## src/hdl/mf_pkg.sv

```systemverilog
package mf_pkg;

   localparam int PIX_W         = 8;
   localparam int DIM_W         = 11;
   localparam int MIN_DIM       = 3;
   localparam int MAX_WIDTH_DEF = 1024;
   localparam int HEIGHT_CAP    = 1024;
   localparam int WIDTH_RESET   = 640;
   localparam int HEIGHT_RESET  = 480;
   localparam int WIN_N         = 9;
   localparam int CSR_IDX_W     = 1;
   localparam int OUT_DEPTH     = 8;

   typedef enum logic [CSR_IDX_W-1:0] {
      CSR_IMAGE_WIDTH  = 1'b0,
      CSR_IMAGE_HEIGHT = 1'b1
   } csr_index_type;

   typedef logic [PIX_W-1:0] pix_type;

   // row-major 3x3 neighborhood, entry r*3+c
   typedef pix_type [WIN_N-1:0] win_type;

   typedef struct packed {
      logic emit;
      logic interior;
      logic last;
   } item_ctrl_type;

endpackage

```

## src/hdl/mf_out_fifo.sv

```systemverilog
module mf_out_fifo (
   input  logic            clock,
   input  logic            reset,
   input  logic            reserve,
   input  logic            push,
   input  mf_pkg::pix_type push_pixel,
   input  logic            push_last,
   input  logic            rsp_ready,
   output logic            credit_ok,
   output logic            rsp_valid,
   output mf_pkg::pix_type rsp_pixel,
   output logic            rsp_last
);
   import mf_pkg::*;

   localparam int PTR_W = $clog2(OUT_DEPTH);
   localparam int CNT_W = $clog2(OUT_DEPTH + 1);

   logic [PIX_W:0]     fifo_mem [OUT_DEPTH];
   logic [PTR_W-1:0]   wr_ptr_ff, wr_ptr_in;
   logic [PTR_W-1:0]   rd_ptr_ff, rd_ptr_in;
   logic [CNT_W-1:0]   level_ff, level_in;
   // results in flight plus results stored
   logic [CNT_W-1:0]   credit_ff, credit_in;
   logic               pop;

   assign pop       = rsp_valid && rsp_ready;
   assign rsp_valid = (level_ff != '0);
   assign {rsp_last, rsp_pixel} = fifo_mem[rd_ptr_ff];
   assign credit_ok = (credit_ff < CNT_W'(OUT_DEPTH));

   always_comb begin
      wr_ptr_in = wr_ptr_ff;
      rd_ptr_in = rd_ptr_ff;
      if (push) begin
         wr_ptr_in = (wr_ptr_ff == PTR_W'(OUT_DEPTH - 1)) ? '0 : wr_ptr_ff + PTR_W'(1);
      end
      if (pop) begin
         rd_ptr_in = (rd_ptr_ff == PTR_W'(OUT_DEPTH - 1)) ? '0 : rd_ptr_ff + PTR_W'(1);
      end
      level_in  = level_ff + CNT_W'(push) - CNT_W'(pop);
      credit_in = credit_ff + CNT_W'(reserve) - CNT_W'(pop);
   end

   always_ff @(posedge clock) begin
      if (reset) begin
         wr_ptr_ff <= '0;
         rd_ptr_ff <= '0;
         level_ff  <= '0;
         credit_ff <= '0;
      end else begin
         wr_ptr_ff <= wr_ptr_in;
         rd_ptr_ff <= rd_ptr_in;
         level_ff  <= level_in;
         credit_ff <= credit_in;
      end
   end

   always_ff @(posedge clock) begin
      if (push) begin
         fifo_mem[wr_ptr_ff] <= {push_last, push_pixel};
      end
   end

endmodule

```

## config.mk

```make
export PLATFORM = sky130hd
export DESIGN_NAME = mf_out_fifo
export DESIGN_NICKNAME = d
export VERILOG_FILES = /design/src/hdl/mf_pkg.sv /design/src/hdl/mf_out_fifo.sv
export SDC_FILE = /design/constraint.sdc
export NUM_CORES = 1
export LEC_CHECK = 0
export ABC_AREA = 1
export BUFFER_PORTS_ARGS = -buffer_cell sky130_fd_sc_hd__buf_2
export CAP_MARGIN = 40
export CORE_MARGIN = 1.5
export CORE_UTILIZATION = 35
export CTS_CLUSTER_DIAMETER = 150
export DETAILED_ROUTE_END_ITERATION = 8
export GPL_TIMING_DRIVEN = 0
export SYNTH_ARGS = -nofsm -noshare
export SYNTH_HDL_FRONTEND = slang
export SYNTH_SLANG_ARGS = --single-unit
```

## constraint.sdc

```tcl
create_clock -name clock -period 1.8 [get_ports clock]
set_clock_uncertainty 0.1 [all_clocks]
set_input_delay 0.27 -clock clock [delete_from_list [all_inputs] [get_ports clock]]
set_output_delay 0.27 -clock clock [all_outputs]
set_load 0.02 [all_outputs]
```

==> impl_metrics.tcl <==
set metrics [dict create \
    firstDrtPassIters 4 \
    synth_warnings 0 \
    post-route-min-period_ns 1.85 \
    required_ns 1.43 \
    fmax_mhz 541 \
    die_width_um 112 \
    maxCapViolCount 0 \
    routed_wl_um 8890 \
    postCtsHoldBufs 0 \
    switchingPower_uw 2380 \
    worstHoldEndpoint "level_ff[1]$_SDFF_PP0_" \
    cp_common_cell "nand2_1" \
    htree_num_levels 3 \
    min_path_cells 2 \
    diodes 0 \
    regToRegSetupSlack_ns 0 \
    status "complete, but fails checks" \
    first_iter_violations 150 \
    holdCritPathClass "in -> reg" \
    cts_root_buf "clkbuf_16" \
    synth_edf_count 72 \
    timing.hold.ws_ns 0.105 \
    hpwl_um 5840 \
    synth_nets 467 \
    crit_path_start_kind "flop" \
    drcViolationCount 0 \
    swShare 0.329 \
    end_kind "output pin" \
    cellLeakagePower_uw 0.00243 \
    clock-sinks 89 \
    r2r_start "level_ff[2]$_SDFF_PP0_" \
    fin_area_mm2 0.00524 \
    grt_setup_unrepaired "yes" \
    power_frac_seq 0.346 \
    worstMarginPinSlew_ns 0.641 \
    synth_top_area_share 0.525 \
    min_from "reset" \
    worstPathCellList "buf_12, clkinv_8, clkbuf_16, nand2_4, nand3_1, nand2_1, nand2_1, nand2_2, buf_6" \
    cpMaxStageDelayCell "dfxtp_2" \
    fin_crit_sh 1.03 \
    route.antenna.remaining_nets 0 \
    rows 39 \
    ys_seq_area_frac 0.607 \
    wl_per_cell_um 13.8 \
    cpLargestDelayFamily "buffers and inverters" \
    syn_to_final_growth_pct 27.2 \
    p_per_area_mw_per_mm2 1380 \
    critPathBufInv 4 \
    slew_headroom 0.573 \
    p_int_uw 4840 \
    synthTopCellsByArea "edfxtp_1 (52%), nand2_1 (12%), inv_1 (8.7%), dfxtp_1 (8.3%), nand3_1 (5.1%)" \
    crit_path_max_fanout 6 \
    start_util 0.359 \
    die_h_um 112 \
    placed_cell_area_mm2 0.00450 \
    yosys.area.top_type "edfxtp_1" \
    fp.coreArea_mm2 0.0115 \
    ys_top_cells_by_count "nand2_1 (134), inv_1 (96), edfxtp_1 (72)" \
    setup_viol 9 \
    reg2reg_depth 9 \
    drv_slew 0 \
    synth-main-ff-cell "edfxtp_1" \
    worstSetupPathType "reg -> out" \
    synth_most_common_cell "nand2_1" \
    clk_pin_slew_ns 0.06 \
    vias 2848 \
    avgSynthCellArea_um2 9.36 \
    port_buffers 23 \
    synth_cell_types 22 \
    finalNonFillerCells 644 \
    crit_arrival_ns 1.48 \
    hold_viol_final 0 \
    drt-vias-per-instance 4.42 \
    syn_inst 440 \
    grt_pass1_vias 2819 \
    cts_buffers 9 \
    yosys_register_bits 89 \
    clk_latency_ns 0.33 \
    dp_cells 614 \
    ctsLongestPathBuffers 2 \
    nets 523 \
    max_stage_delay_ns 0.34 \
    tritoncts "yes" \
    io_pins 25 \
    routabilityCongestion 0.753 \
    die-area_mm2 0.0124 \
    vdd_drop_max_mv 0.964 \
    drive_above_1_share 0.234 \
    postSynth.asyncResetShare 0 \
    antenna_found_initial 0 \
    p_clk_frac 0.266 \
    grt_max_degree 15 \
    dp_slack_ns -0.141 \
    regToRegEndpoint "level_ff[1]$_SDFF_PP0_" \
    track_usage 0.148 \
    overflow 0 \
    fin_ws_ns -0.0492 \
    synth_area_mm2 0.00412 \
    pwr-share-comb 0.387 \
    grt_pass1_wl_um 13900 \
    violations "negative setup slack" \
]
==> kinds of logic (layout without fill, tap and decap cells) <==
kind of cell	count (synthesis)	count (layout)	synth area share
buffers and inverters	111	172	0.117
AND/OR/NAND/NOR	215	215	0.217
adder cells (fa/ha/maj)	13	13	0.0431
AO/OA/AOI/OAI	11	11	0.0134
XOR/XNOR	1	1	0.00213
flip-flops	89	89	0.607
==> power by group through the flow <==
stage               logic, uW  registers, uW  clock network (uW)
floorplan                1510           2500                   0
global placement         1990           2510                   0
detailed placement       2070           2510                   0
CTS                      2410           2490                1970
global route             3100           2510                2040
finish                   2800           2500                1920
==> final cells by class <==
type	instances	area, um^2
Inverter	99	397
Fill cell	1028	6230
Sequential cell	89	2510
Multi-Input combinational cell	240	1300
Buffer	12	155
Tap cell	143	179
Clock inverter	6	82.6
Clock buffer	10	229
Timing Repair Buffer	44	388
Timing Repair inverter	1	8.76
==> worst max path at each step <==
stage,depth (start not counted),end,slack [ns],from
after detailed placement,11,credit_ff[2]$_SDFF_PP0_,-0.14,level_ff[2]$_SDFF_PP0_
after floorplan,10,credit_ff[2]$_SDFF_PP0_,-0.02,level_ff[1]$_SDFF_PP0_
after CTS,8,rsp_pixel[1],-0.08,flop
final,9,rsp_pixel[1],-0.05,flop
after global placement,10,credit_ff[2]$_SDFF_PP0_,-0.10,level_ff[1]$_SDFF_PP0_
after global routing,9,rsp_pixel[5],-0.12,flop
==> sequential cells by signal (all words and copies together) (netlist names), named ones only <==
name,flops
credit_ff,4
fifo_mem,72
level_ff,4
rd_ptr_ff,3
wr_ptr_ff,3
==> routing by layer <==
metal,share of wire,global-route usage
met1,0.44,0.180
met2,0.49,0.245
met3,0.045,0.0343
met4,0.025,0.0759
met5,0,0
==> what timing repair did <==
action | 4_1_cts | 5_1_grt
cloned | 1 | 3
endpoints found under the setup margin | 13 | 13
pin swaps | 6 | 18
setup buffers | 4 | 6
gates resized for setup | 36 | 42
==> per-stage QoR <==
step	power (uW)	TNS [ns]	util
5_1_grt	7660	-1.15	0.457
3_3_place_gp	4500	-1.85	0.387
4_1_cts	6860	-0.526	0.435
3_5_place_dp	4590	-0.348	0.392
2_1_floorplan	4000	-0.0226	-
6_report	7220	-0.272	0.457
==> placed cells by master (no fill, tap or decap), types with 2 or more instances in the layout <==
cell / Yosys / routed
nand2_1: 134 / 123
inv_1: 96 / 92
edfxtp_1: 72 / 72
nand3_1: 42 / 37
nor2_1: 26 / 24
buf_4: 4 / 17
buf_6: 4 / 15
buf_2: 2 / 15
nand2_2: 10 / 14
dfxtp_1: 17 / 14
clkbuf_16: 0 / 11
a21oi_1: 8 / 8
ha_1: 11 / 8
nand2_4: 0 / 6
inv_2: 0 / 4
buf_12: 0 / 3
nand3_2: 0 / 3
dfxtp_2: 0 / 3
clkbuf_1: 1 / 2
nand3_4: 0 / 2
buf_8: 1 / 2
clkinv_4: 0 / 2
o21ai_2: 0 / 2
or2_2: 2 / 2
fa_2: 0 / 2
ha_4: 0 / 2
clkinv_2: 0 / 2
bufinv_16: 0 / 2
Power figures use the tool's default switching activity.
