`config.mk`:
```
export PLATFORM = sky130hd
export DESIGN_NAME = mf_median
export DESIGN_NICKNAME = d
export VERILOG_FILES = /design/src/hdl/mf_pkg.sv /design/src/hdl/mf_median.sv
export SDC_FILE = /design/constraint.sdc
export NUM_CORES = 1
export LEC_CHECK = 0
export BUFFER_PORTS_ARGS = -buffer_cell sky130_fd_sc_hd__buf_2
export CORE_ASPECT_RATIO = 1.2
export CORE_MARGIN = 3
export CORE_UTILIZATION = 45
export DETAILED_ROUTE_END_ITERATION = 6
export PLACE_DENSITY_LB_ADDON = 0.1
export SLEW_MARGIN = 0
export SYNTH_ARGS = -nofsm -noshare
export SYNTH_HDL_FRONTEND = slang
export SYNTH_SLANG_ARGS = --single-unit
```
`constraint.sdc`:
```
create_clock -name clock -period 5.2 [get_ports clock]
set_input_delay 0.26 -clock clock [delete_from_list [all_inputs] [get_ports clock]]
set_output_delay 0.26 -clock clock [all_outputs]
set_load 0.05 [all_outputs]
```
`src/hdl/mf_pkg.sv`:
```
package mf_pkg;

   localparam int PIX_W         = 8;
   localparam int DIM_W         = 11;
   localparam int MIN_DIM       = 3;
   localparam int MAX_WIDTH_DEF = 1024;
   localparam int HEIGHT_CAP    = 1024;
   localparam int WIDTH_RESET   = 640;
   localparam int HEIGHT_RESET  = 480;
   localparam int WIN_N         = 9;
   localparam int CSR_IDX_W     = 1;
   localparam int OUT_DEPTH     = 8;

   typedef enum logic [CSR_IDX_W-1:0] {
      CSR_IMAGE_WIDTH  = 1'b0,
      CSR_IMAGE_HEIGHT = 1'b1
   } csr_index_type;

   typedef logic [PIX_W-1:0] pix_type;

   // row-major 3x3 neighborhood, entry r*3+c
   typedef pix_type [WIN_N-1:0] win_type;

   typedef struct packed {
      logic emit;
      logic interior;
      logic last;
   } item_ctrl_type;

endpackage

```
`src/hdl/mf_median.sv`:
```
module mf_median (
   input  logic                   clock,
   input  logic                   reset,
   input  logic                   in_valid,
   input  mf_pkg::item_ctrl_type  in_ctrl,
   input  mf_pkg::win_type        window,
   output logic                   out_valid,
   output mf_pkg::pix_type        out_pixel,
   output logic                   out_last
);
   import mf_pkg::*;

   typedef pix_type [2:0]  trio_type;
   typedef trio_type [2:0] rows_type;

   // ascending: [0] smallest
   function automatic trio_type sort3(input pix_type a, input pix_type b, input pix_type c);
      pix_type x0, x1, x2, t;
      x0 = a;
      x1 = b;
      x2 = c;
      if (x0 > x1) begin
         t = x0; x0 = x1; x1 = t;
      end
      if (x1 > x2) begin
         t = x1; x1 = x2; x2 = t;
      end
      if (x0 > x1) begin
         t = x0; x0 = x1; x1 = t;
      end
      return {x2, x1, x0};
   endfunction

   logic     sa_valid_ff, sb_valid_ff;
   rows_type sa_rows_ff, sa_rows_in;
   pix_type  sa_center_ff, sb_center_ff;
   logic     sa_interior_ff, sb_interior_ff;
   logic     sa_last_ff, sb_last_ff;
   pix_type  sb_lo_ff, sb_mi_ff, sb_hi_ff;
   pix_type  lo_in, mi_in, hi_in;
   trio_type lows, mids, highs, fin;

   always_comb begin
      for (int r = 0; r < 3; r++) begin
         sa_rows_in[r] = sort3(window[r*3], window[r*3+1], window[r*3+2]);
      end
   end

   // median of nine = med3(max of row minima, med of row medians, min of row maxima)
   always_comb begin
      lows  = sort3(sa_rows_ff[0][0], sa_rows_ff[1][0], sa_rows_ff[2][0]);
      mids  = sort3(sa_rows_ff[0][1], sa_rows_ff[1][1], sa_rows_ff[2][1]);
      highs = sort3(sa_rows_ff[0][2], sa_rows_ff[1][2], sa_rows_ff[2][2]);
      lo_in = lows[2];
      mi_in = mids[1];
      hi_in = highs[0];
   end

   always_ff @(posedge clock) begin
      if (reset) begin
         sa_valid_ff <= 1'b0;
         sb_valid_ff <= 1'b0;
      end else begin
         sa_valid_ff <= in_valid && in_ctrl.emit;
         sb_valid_ff <= sa_valid_ff;
      end
   end

   always_ff @(posedge clock) begin
      sa_rows_ff     <= sa_rows_in;
      sa_center_ff   <= window[4];
      sa_interior_ff <= in_ctrl.interior;
      sa_last_ff     <= in_ctrl.last;
      sb_lo_ff       <= lo_in;
      sb_mi_ff       <= mi_in;
      sb_hi_ff       <= hi_in;
      sb_center_ff   <= sa_center_ff;
      sb_interior_ff <= sa_interior_ff;
      sb_last_ff     <= sa_last_ff;
   end

   assign fin       = sort3(sb_lo_ff, sb_mi_ff, sb_hi_ff);
   assign out_valid = sb_valid_ff;
   assign out_pixel = sb_interior_ff ? fin[1] : sb_center_ff;
   assign out_last  = sb_last_ff;

endmodule

```
==> out/qor.txt <==
pin count of the biggest net entering global routing: 21
gr usage total: 21.0%
Mapped Cells: 1060
input/output buffers: 87
WL final: 24000 µm
clock sinks: 118
number of global-route vias before repair: 7513
first-pass GRT wire length: 37200 µm
CP peak stage delay: 0.35 ns
worst hold path class: primary input to flop
Setup WS post-layout: -0.0372 ns
CP Launch Type: flop
die area: 22600 µm²
Max Used Layer: met4
ant diodes: 0
row cnt: 57
met2 wire length: 12200 µm
DRC Markers: 0
DIE HEIGHT: 164 µm
1st-iter DRT viols: 261
initial antenna violation count: 0
CTS tree: yes
nets: 1439
CP delay by family, top: compound AO/OA/AOI/OAI gates
FF+latch count, synth: 118
Initial Utilization: 46.0%
Tmin final: 5.24 ns
Slew @ Worst Pin: 0.713 ns
setup TNS: -0.0372 ns
Placed Instances: 1406
WP data arrival: 4.98 ns
DR vias/cell: 5.23
synthesized area per cell: 8.86 µm²
CP max-delay cell: dfxtp_2
Root Driver: clkbuf_16
first drt pass iteration count: 4
top_reg_cell synth: dfxtp_1
I/O pin count: 88
Yosys warnings: 0
CTS Buf Count: 17
asr flop ratio synth: 0%
mean routed wirelength per cell: 16.2 µm
via count: 7740
Hold Vio Cnt, Final: 0
Layout Cells excl Fill: 1479
Critical Path End Type: output port
kind of critical path: flop to output port
f_max: 0.191 GHz
Netlist cell types: 58
Post-Syn Nets: 1298
DR WL met3: 674 µm
number of synthesized flops with an enable pin: 0
fin crit share: 101%
gpl congestion: 0.853
CP bufs+invs: 6
CP required: 4.94 ns
max-capacitance violation count: 0
Syn Std Cell Area: 9390 µm²
clk slew on worst S/H paths: 0.06 ns
Worst Path Max Fanout: 7
final setup fails: 1
grt ovf: 0
unrepaired setup endpoints after global routing: true
Met1 Routed Length: 10800 µm
layout cells sized above 1: 26.7%
hpwl dp: 19500 µm
Syn-to-layout area delta: 23.2%
post-route ant nets: 0
Clk Latency, worst-skew pair: 0.42 ns
violated checks: negative setup slack
Slew Limit Fails: 0
worst-case clock buffer depth: 2
H-tree depth: 4
pre-CTS WS: 0.0139 ns
die width: 138 µm
sequential fraction of the synthesis area: 25.2%
worst-case clock skew: 0.0133 ns
outcome: finished with violations
normalized max-slew margin: 52.1%
Core ar.: 20400 µm²
worst register-to-register path: cells and delay by family, from the launching register on:
family                     cells  cell delay [ns]
buffers and inverters          5             0.77
adders and majority gates      3             0.71
muxes                          3             0.82
and+or+nand+nor                4             0.69
DFF                            1             0.39
AOI/OAI and AO/OA              9             1.34
synthesized netlist by cell type, types with 2 or more instances:
| cell | count | area [µm²] |
|---|---|---|
| ha_1 | 160 | 2000 |
| inv_1 | 151 | 567 |
| dfxtp_1 | 118 | 2360 |
| a21oi_1 | 106 | 531 |
| mux2i_1 | 104 | 1040 |
| nor2_1 | 60 | 225 |
| nand2_1 | 56 | 210 |
| mux2_2 | 53 | 597 |
| o21ai_0 | 42 | 210 |
| nand4_1 | 33 | 206 |
| nor2b_1 | 17 | 106 |
| a21o_1 | 11 | 82.6 |
| buf_2 | 10 | 50.1 |
| o211ai_1 | 10 | 75.1 |
| o221a_2 | 10 | 113 |
| clkbuf_1 | 9 | 33.8 |
| mux2_4 | 9 | 135 |
| o21ai_1 | 8 | 40.0 |
| buf_4 | 7 | 52.6 |
| nand2b_1 | 7 | 43.8 |
| nand3_1 | 7 | 35.0 |
| a211oi_1 | 6 | 45.0 |
| o22ai_1 | 6 | 37.5 |
| or2_2 | 6 | 37.5 |
| mux2i_2 | 5 | 68.8 |
| o221ai_1 | 5 | 43.8 |
| o21a_1 | 4 | 30.0 |
| buf_6 | 3 | 33.8 |
| a211oi_2 | 2 | 25.0 |
| a221o_1 | 2 | 20.0 |
| and4b_1 | 2 | 20.0 |
| nand3b_1 | 2 | 15.0 |
| o211ai_2 | 2 | 25.0 |
| o21ai_2 | 2 | 17.5 |
| o21bai_1 | 2 | 15.0 |
worst paths after layout:
path	slack, ns	endpoint	startpoint	cells past startpoint
worst min register to register	0.32	sb_center_ff[6]	sa_center_ff[6]	0
worst max-delay path	-0.04	out_pixel[0]	sb_mi_ff[1]	26
worst max register to register	0.40	sb_mi_ff[1]	sa_rows_ff[39]	24
worst min-delay path	0.05	sa_valid_ff	in_ctrl[2]	3
cell usage in the layout (no fill, tap or decap), types with 19 or more instances in the layout:
cell       Yosys  routed
a21oi_1      106      98
buf_2         10      79
buf_4          7      52
clkbuf_16      0      19
dfxtp_1      118     112
ha_1         160     151
inv_1        151     149
mux2_2        53      53
mux2i_1      104      94
nand2_1       56      55
nand4_1       33      33
nor2_1        60      60
o21ai_0       42      36
layout make-up:
type	count	area (µm²)
Multi-Input combinational cell	761	6590
Clock buffer	19	453
Clock inverter	13	193
Tap cell	265	332
Inverter	151	567
Timing Repair Buffer	152	1060
Fill cell	1875	8830
Sequential cell	118	2370
cell families after synthesis:
family	Yosys count	share of synthesized area [%]
AOI/OAI and AO/OA	230	15.4
adders and majority gates	160	21.3
buffers and inverters	182	8.05
DFF	118	25.2
muxes	172	19.7
and+or+nand+nor	198	10.3
metrics by stage:
| stage | hold WS [ns] | util [%] | cell area (µm²) |
|---|---|---|---|
| CTS | 0.0411 | 53.9 | 11000 |
| finish | 0.0525 | 56.7 | 11600 |
| floorplan | 0.288 | - | 9390 |
| global placement | 0.311 | 50.0 | 10200 |
| global route | 0.0482 | 56.7 | 11600 |
| detailed placement | 0.313 | 50.0 | 10200 |
flip-flops by register name, summed over array words and instances, names as in the netlist:
register / cells
sb_interior_ff: 1
out_valid: 1
sb_hi_ff: 8
sb_center_ff: 8
sb_lo_ff: 8
sa_last_ff: 1
sa_interior_ff: 1
out_last: 1
sa_center_ff: 8
sa_valid_ff: 1
sb_mi_ff: 8
sa_rows_ff: 72
per-layer routing:
metal  track usage, %  vias to the layer above
met5                0                        -
met3             3.00                       15
li1                 -                     4056
met1             25.7                     3544
met2             38.3                      125
met4             5.44                        0
repair_timing:
item | 4_1_cts | 5_1_grt
setup buffers | 0 | 28
hold buffers | 10 | 0
pin swaps | 4 | 21
gates cloned | 0 | 3
endpoints found under the hold margin | 11 | 0
resized for setup | 14 | 62
setup endpoints to repair | 8 | 33
Power is not shown: default switching activity piles up to over one toggle a cycle in this logic, so the estimate is an artifact.
