--- src/hdl/mf_pkg.sv ---
package mf_pkg;

   localparam int PIX_W         = 8;
   localparam int DIM_W         = 11;
   localparam int MIN_DIM       = 3;
   localparam int MAX_WIDTH_DEF = 1024;
   localparam int HEIGHT_CAP    = 1024;
   localparam int WIDTH_RESET   = 640;
   localparam int HEIGHT_RESET  = 480;
   localparam int WIN_N         = 9;
   localparam int CSR_IDX_W     = 1;
   localparam int OUT_DEPTH     = 8;

   typedef enum logic [CSR_IDX_W-1:0] {
      CSR_IMAGE_WIDTH  = 1'b0,
      CSR_IMAGE_HEIGHT = 1'b1
   } csr_index_type;

   typedef logic [PIX_W-1:0] pix_type;

   // row-major 3x3 neighborhood, entry r*3+c
   typedef pix_type [WIN_N-1:0] win_type;

   typedef struct packed {
      logic emit;
      logic interior;
      logic last;
   } item_ctrl_type;

endpackage

--- src/hdl/mf_ctrl.sv ---
module mf_ctrl #(
   parameter int MAX_WIDTH = mf_pkg::MAX_WIDTH_DEF,
   localparam int ADDR_W = $clog2(MAX_WIDTH)
) (
   input  logic                      clock,
   input  logic                      reset,
   input  logic                      csr_write_en,
   input  mf_pkg::csr_index_type     csr_index,
   input  logic [mf_pkg::DIM_W-1:0]  csr_wdata,
   input  logic                      req_valid,
   input  mf_pkg::pix_type           req_pixel,
   input  logic                      req_flush,
   input  logic                      credit_ok,
   output logic                      launch,
   output logic [ADDR_W-1:0]         launch_col,
   output mf_pkg::pix_type           launch_pix,
   output mf_pkg::item_ctrl_type     launch_ctrl
);
   import mf_pkg::*;

   localparam int W_CAP = (MAX_WIDTH < (2**DIM_W - 1)) ? MAX_WIDTH : (2**DIM_W - 1);
   localparam int CMP_W = ((ADDR_W > DIM_W) ? ADDR_W : DIM_W) + 1;

   logic [DIM_W-1:0]  width_ff, width_in;
   logic [DIM_W-1:0]  height_ff, height_in;
   logic [ADDR_W-1:0] in_col_ff, in_col_in;
   logic [DIM_W-1:0]  in_row_ff, in_row_in;
   logic [ADDR_W-1:0] out_col_ff, out_col_in;
   logic [DIM_W-1:0]  out_row_ff, out_row_in;

   logic [DIM_W-1:0]  w_use, h_use;
   logic [CMP_W-1:0]  w_cmp, h_cmp;
   logic [CMP_W-1:0]  in_col_c, in_row_c, out_col_c, out_row_c;
   logic              accept, ignore, emit, interior, last;

   always_comb begin
      if (width_ff < DIM_W'(MIN_DIM)) begin
         w_use = DIM_W'(MIN_DIM);
      end else if (width_ff > DIM_W'(W_CAP)) begin
         w_use = DIM_W'(W_CAP);
      end else begin
         w_use = width_ff;
      end
      if (height_ff < DIM_W'(MIN_DIM)) begin
         h_use = DIM_W'(MIN_DIM);
      end else if (height_ff > DIM_W'(HEIGHT_CAP)) begin
         h_use = DIM_W'(HEIGHT_CAP);
      end else begin
         h_use = height_ff;
      end
   end

   assign w_cmp     = CMP_W'(w_use);
   assign h_cmp     = CMP_W'(h_use);
   assign in_col_c  = CMP_W'(in_col_ff);
   assign in_row_c  = CMP_W'(in_row_ff);
   assign out_col_c = CMP_W'(out_col_ff);
   assign out_row_c = CMP_W'(out_row_ff);

   // a flush before the last row is in does nothing
   assign accept = req_valid && credit_ok;
   assign ignore = req_flush && (in_row_c < h_cmp);
   assign launch = accept && !ignore;

   assign emit = (in_row_c >= CMP_W'(2)) ||
                 ((in_row_c == CMP_W'(1)) && (in_col_c >= CMP_W'(1)));
   assign interior = (out_row_c >= CMP_W'(1)) && (out_row_c + CMP_W'(2) <= h_cmp) &&
                     (out_col_c >= CMP_W'(1)) && (out_col_c + CMP_W'(2) <= w_cmp);
   assign last = (out_row_c + CMP_W'(1) >= h_cmp) && (out_col_c + CMP_W'(1) >= w_cmp);

   assign launch_col  = in_col_ff;
   assign launch_pix  = req_flush ? '0 : req_pixel;
   assign launch_ctrl = '{emit: emit, interior: interior, last: last};

   always_comb begin
      width_in   = width_ff;
      height_in  = height_ff;
      in_col_in  = in_col_ff;
      in_row_in  = in_row_ff;
      out_col_in = out_col_ff;
      out_row_in = out_row_ff;

      if (csr_write_en) begin
         unique case (csr_index)
            CSR_IMAGE_WIDTH:  width_in  = csr_wdata;
            CSR_IMAGE_HEIGHT: height_in = csr_wdata;
         endcase
      end

      if (launch) begin
         if (in_col_c + CMP_W'(1) >= w_cmp) begin
            in_col_in = '0;
            in_row_in = in_row_ff + DIM_W'(1);
         end else begin
            in_col_in = in_col_ff + ADDR_W'(1);
         end
         if (emit) begin
            if (last) begin
               in_col_in  = '0;
               in_row_in  = '0;
               out_col_in = '0;
               out_row_in = '0;
            end else if (out_col_c + CMP_W'(1) >= w_cmp) begin
               out_col_in = '0;
               out_row_in = out_row_ff + DIM_W'(1);
            end else begin
               out_col_in = out_col_ff + ADDR_W'(1);
            end
         end
      end
   end

   always_ff @(posedge clock) begin
      if (reset) begin
         width_ff   <= DIM_W'(WIDTH_RESET);
         height_ff  <= DIM_W'(HEIGHT_RESET);
         in_col_ff  <= '0;
         in_row_ff  <= '0;
         out_col_ff <= '0;
         out_row_ff <= '0;
      end else begin
         width_ff   <= width_in;
         height_ff  <= height_in;
         in_col_ff  <= in_col_in;
         in_row_ff  <= in_row_in;
         out_col_ff <= out_col_in;
         out_row_ff <= out_row_in;
      end
   end

endmodule

--- config.mk ---
export PLATFORM = sky130hd
export DESIGN_NAME = mf_ctrl
export DESIGN_NICKNAME = d
export VERILOG_FILES = /design/src/hdl/mf_pkg.sv /design/src/hdl/mf_ctrl.sv
export SDC_FILE = /design/constraint.sdc
export NUM_CORES = 1
export LEC_CHECK = 0
export ABC_AREA = 1
export BUFFER_PORTS_ARGS = -buffer_cell sky130_fd_sc_hd__buf_4
export CAP_MARGIN = 40
export CORE_UTILIZATION = 31
export DETAILED_ROUTE_END_ITERATION = 7
export GPL_TIMING_DRIVEN = 0
export PLACE_DENSITY = 0.45
export SYNTH_ARGS = -nofsm -noshare
export SYNTH_HDL_FRONTEND = slang
export SYNTH_SLANG_ARGS = --single-unit
--- constraint.sdc ---
create_clock -name clock -period 3.3 [get_ports clock]
set_clock_uncertainty 0.05 [all_clocks]
set_input_delay 0.165 -clock clock [delete_from_list [all_inputs] [get_ports clock]]
set_output_delay 0.165 -clock clock [all_outputs]
set_load 0.1 [all_outputs]
==> metrics.csv <==
stage,metric,value,unit
logic_synthesis,ys_seq_elements,64,
global_routing,grt_util_all_layers,18.6,%
min_path,worstHoldStart,csr_wdata[8],
logic_synthesis,synth_edf_count,0,
floorplanning,placementRows,49,
critical_path,crit_type,flop to output port,
global_routing,grtUsageMet3,3.04,%
logic_synthesis,yosysUniqueCellTypes,46,
clocking,cts_sinks,64,
sta,grt_setup_unrepaired,yes,
cells_and_area,final_cell_area,6940,um^2
logic_synthesis,synth.avg_cell_area,6.61,um^2
clocking,clockRootBuffer,clkbuf_16,
detailed_routing,vias,5414,
power_and_ir_drop,p_leak,3.37,nW
detailed_routing,drtIter0Drc,286,
critical_path,crit_buf_inv,7,
power_and_ir_drop,finalPower,0.00238,W
sta,hold_ws,18.0,ps
floorplanning,die_y,137,um
global_routing,grt_pass1_wl,26600,um
clocking,cts.path.max_buffers,2,
floorplanning,io_pins,48,
critical_path,critPathArrivalTime,2990,ps
critical_path,r2r_start,launch_col[1],
global_routing,use_met1,26.4,%
sta,max_clock_freq,312,MHz
power_and_ir_drop,ir_worst_vdd,0.238,mV
clocking,clk_pin_slew,60,ps
cells_and_area,post-route-util,38.7,%
critical_path,rrSetupSlack,300,ps
sta,slew_headroom,57.8,%
critical_path,slowest_delay,370,ps
place,dpl_cell_area,6280,um^2
global_routing,grt_antenna_before_repair,0,
cells_and_area,fillCellCount,1963,
global_routing,grt_max_degree,13,
min_path,hp-class,input pin to flop,
critical_path,worstPathRequired,3080,ps
critical_path,r2r_cells,17,
critical_path,worstPathCellList,inv_4 > nor3_4 > inv_2 > nor2_4 > inv_2 > nor2_2 > xor2_1 > inv_1 > ha_4 > a21o_1 > a221oi_2 > nand2_1 > inv_1 > nand2_1 > nand2_2 > nand2_2 > a21oi_2 > buf_4 > buf_12,
cells_and_area,final_layout_size_suffix_gt1_share,17.4,%
critical_path,critPathTopFamily,simple AND/OR/NAND/NOR gates,
detailed_routing,antenna_left,0,
cells_and_area,multiInputGateArea,3950,um^2
place,gp_congestion,0.809,
floorplanning,fp.dieArea,18800,um^2
critical_path,end_kind,output port,
place,dp_hpwl,13100,um
logic_synthesis,synth_flop_cell,dfxtp_1,
floorplanning,core,17900,um^2
clocking,htree_levels,3,
detailed_routing,drt-vias-per-instance,4.67,
cells_and_area,antenna_cells,0,
sta,finalCritPeriodShare,97.1,%
place,portBuffers,45,
critical_path,start_kind,flop,
critical_path,crit_slowest_cell,dfxtp_4,
critical_path,crit_fanout,4,
logic_synthesis,yosysTopAreaCell,dfxtp_1,
cells_and_area,seqCellArea,1300,um^2
clocking,clk_latency,340,ps
cells_and_area,fin_nets,1030,
min_path,holdPathEnd,height_ff[8],
critical_path,r2r_end,in_row_ff[8],
sta,finalSetupViolCount,0,
logic_synthesis,synth_top_area_share,22.7,%
logic_synthesis,ys_async_sr_fraction,0,%
logic_synthesis,yosys_warnings,0,
power_and_ir_drop,power_density,343,nW/um^2
logic_synthesis,ys_top_cells_by_area,"dfxtp_1, ha_1, nand2_1",
clocking,cts_buffers,9,
detailed_routing,wl_per_cell,14.2,um
floorplanning,die_w,137,um
logic_synthesis,syn_area,5650,um^2
sta,slew_viol_final,0,
min_path,min_delay_path_depth,3,
logic_synthesis,postSynthCellCount,855,
global_routing,use_met2,29.3,%
detailed_routing,drc,0,
cells_and_area,areaGrowthSynthToFinish,22.7,%
sta,tightest_slew,633,ps
floorplanning,start_util,31.6,%
detailed_routing,drtPass1Iterations,4,
global_routing,grt_busiest_layer,met2,
status,status,completed,
global_routing,grt_pass1_vias,5198,
detailed_routing,drt_wl_total,16500,um
global_routing,gr-total-overflow,0,
sta,final-hold-violation-count,0,
clocking,cts_tree,built,
logic_synthesis,synth_nets,959,
sta,period_minus_slack,3200,ps
logic_synthesis,yosysSeqAreaShare,22.7,%
flow_run,drv_cap,0,
## cells in the final DEF, fill, tap and decap left out, types with 9 or more instances in the layout
cell type / n
nor3_1: 19
dfxtp_2: 15
inv_1: 96
nand2_1: 184
ha_1: 74
nand2_2: 11
nor2_1: 109
dfxtp_1: 48
xor2_1: 30
clkbuf_16: 9
nand4_1: 15
o21ai_1: 13
o21ai_0: 35
buf_4: 61
clkbuf_1: 12
nand3_1: 46
a21oi_1: 61
## state kept, by name, indices dropped and copies added, names as in the netlist
name        count
height_ff      11
out_col_ff     10
width_ff       11
out_row_ff     11
in_row_ff      11
launch_col     10
## Yosys cell counts, drive strengths merged, types with 2 or more instances
master  instances
nand2         198
nor2          119
inv           105
ha             78
dfxtp          64
a21oi          63
o21ai          51
nand3          50
xor2           31
nor3           24
buf            16
nand4          16
clkbuf         12
nor4            4
o21a            3
a21o            2
clkinv          2
or2             2
xnor2           2
## how the worst max path moves through the flow
stage | start | endpoint | slack [ps] | cells after the start
after floorplan | launch_col[5] | in_row_ff[8] | 130 | 15
after global placement | out_row_ff[6] | launch_ctrl[1] | -140 | 19
after detailed placement | out_row_ff[6] | launch_ctrl[1] | -140 | 19
after CTS | out_row_ff[5] | launch_ctrl[1] | -60 | 19
after global routing | width_ff[3] | launch_ctrl[0] | -100 | 15
final | out_row_ff[6] | launch_ctrl[1] | 100 | 19
## kinds of logic after synthesis
group | after synthesis | synth area share, %
simple gates | 415 | 32.4
xor+xnor | 33 | 5.11
buf+inv | 135 | 10.2
flops | 64 | 22.7
compound gates | 130 | 12.4
fa+ha+maj | 78 | 17.3
## layer usage
layer | share of wire [%] | vias to the layer above
li1 | - | 2925
met1 | 52 | 2429
met2 | 45 | 56
met3 | 2.6 | 4
met4 | 0.41 | 0
met5 | 0 | -
## worst register-to-register path, delay by kind of cell, from the launching register on
kind | cells | cell delay (ps)
flops | 1 | 370
simple gates | 9 | 1270
compound gates | 3 | 370
fa+ha+maj | 1 | 310
buf+inv | 3 | 390
xor+xnor | 1 | 180
## report_power, final
| group | internal (W) | switching, W | total (W) |
|---|---|---|---|
| Combinational | 0.000150 | 0.000319 | 0.000469 |
| Clock | 0.000686 | 0.000392 | 0.00108 |
| Sequential | 0.000798 | 0.0000314 | 0.000830 |
## metrics by stage
step           TNS, ps  instances  setup WS (ps)
6_report             0       1160           96.9
3_3_place_gp      -211       1129           -138
2_1_floorplan        0        855            129
3_5_place_dp      -173       1129           -137
5_1_grt           -247       1160          -96.7
4_1_cts          -64.2       1155          -64.2
## timing repair
action	4_1_cts	5_1_grt
endpoints found under the setup margin	2	25
hold buffers	4	0
buffers inserted	6	4
gates resized for setup	28	32
pin swaps	10	10
cloned	0	1
endpoints found under the hold margin	5	0
## layout make-up
cell class / instances / share of cell area, %
clock inverters: 6 / 1.32
well taps: 229 / 4.13
multi-input cells: 656 / 56.9
clock buffers: 10 / 3.45
flip-flops and latches: 64 / 18.8
repair buffers: 60 / 7.03
plain buffers: 28 / 2.58
inverters: 107 / 5.83
Power figures use the tool's default switching activity.
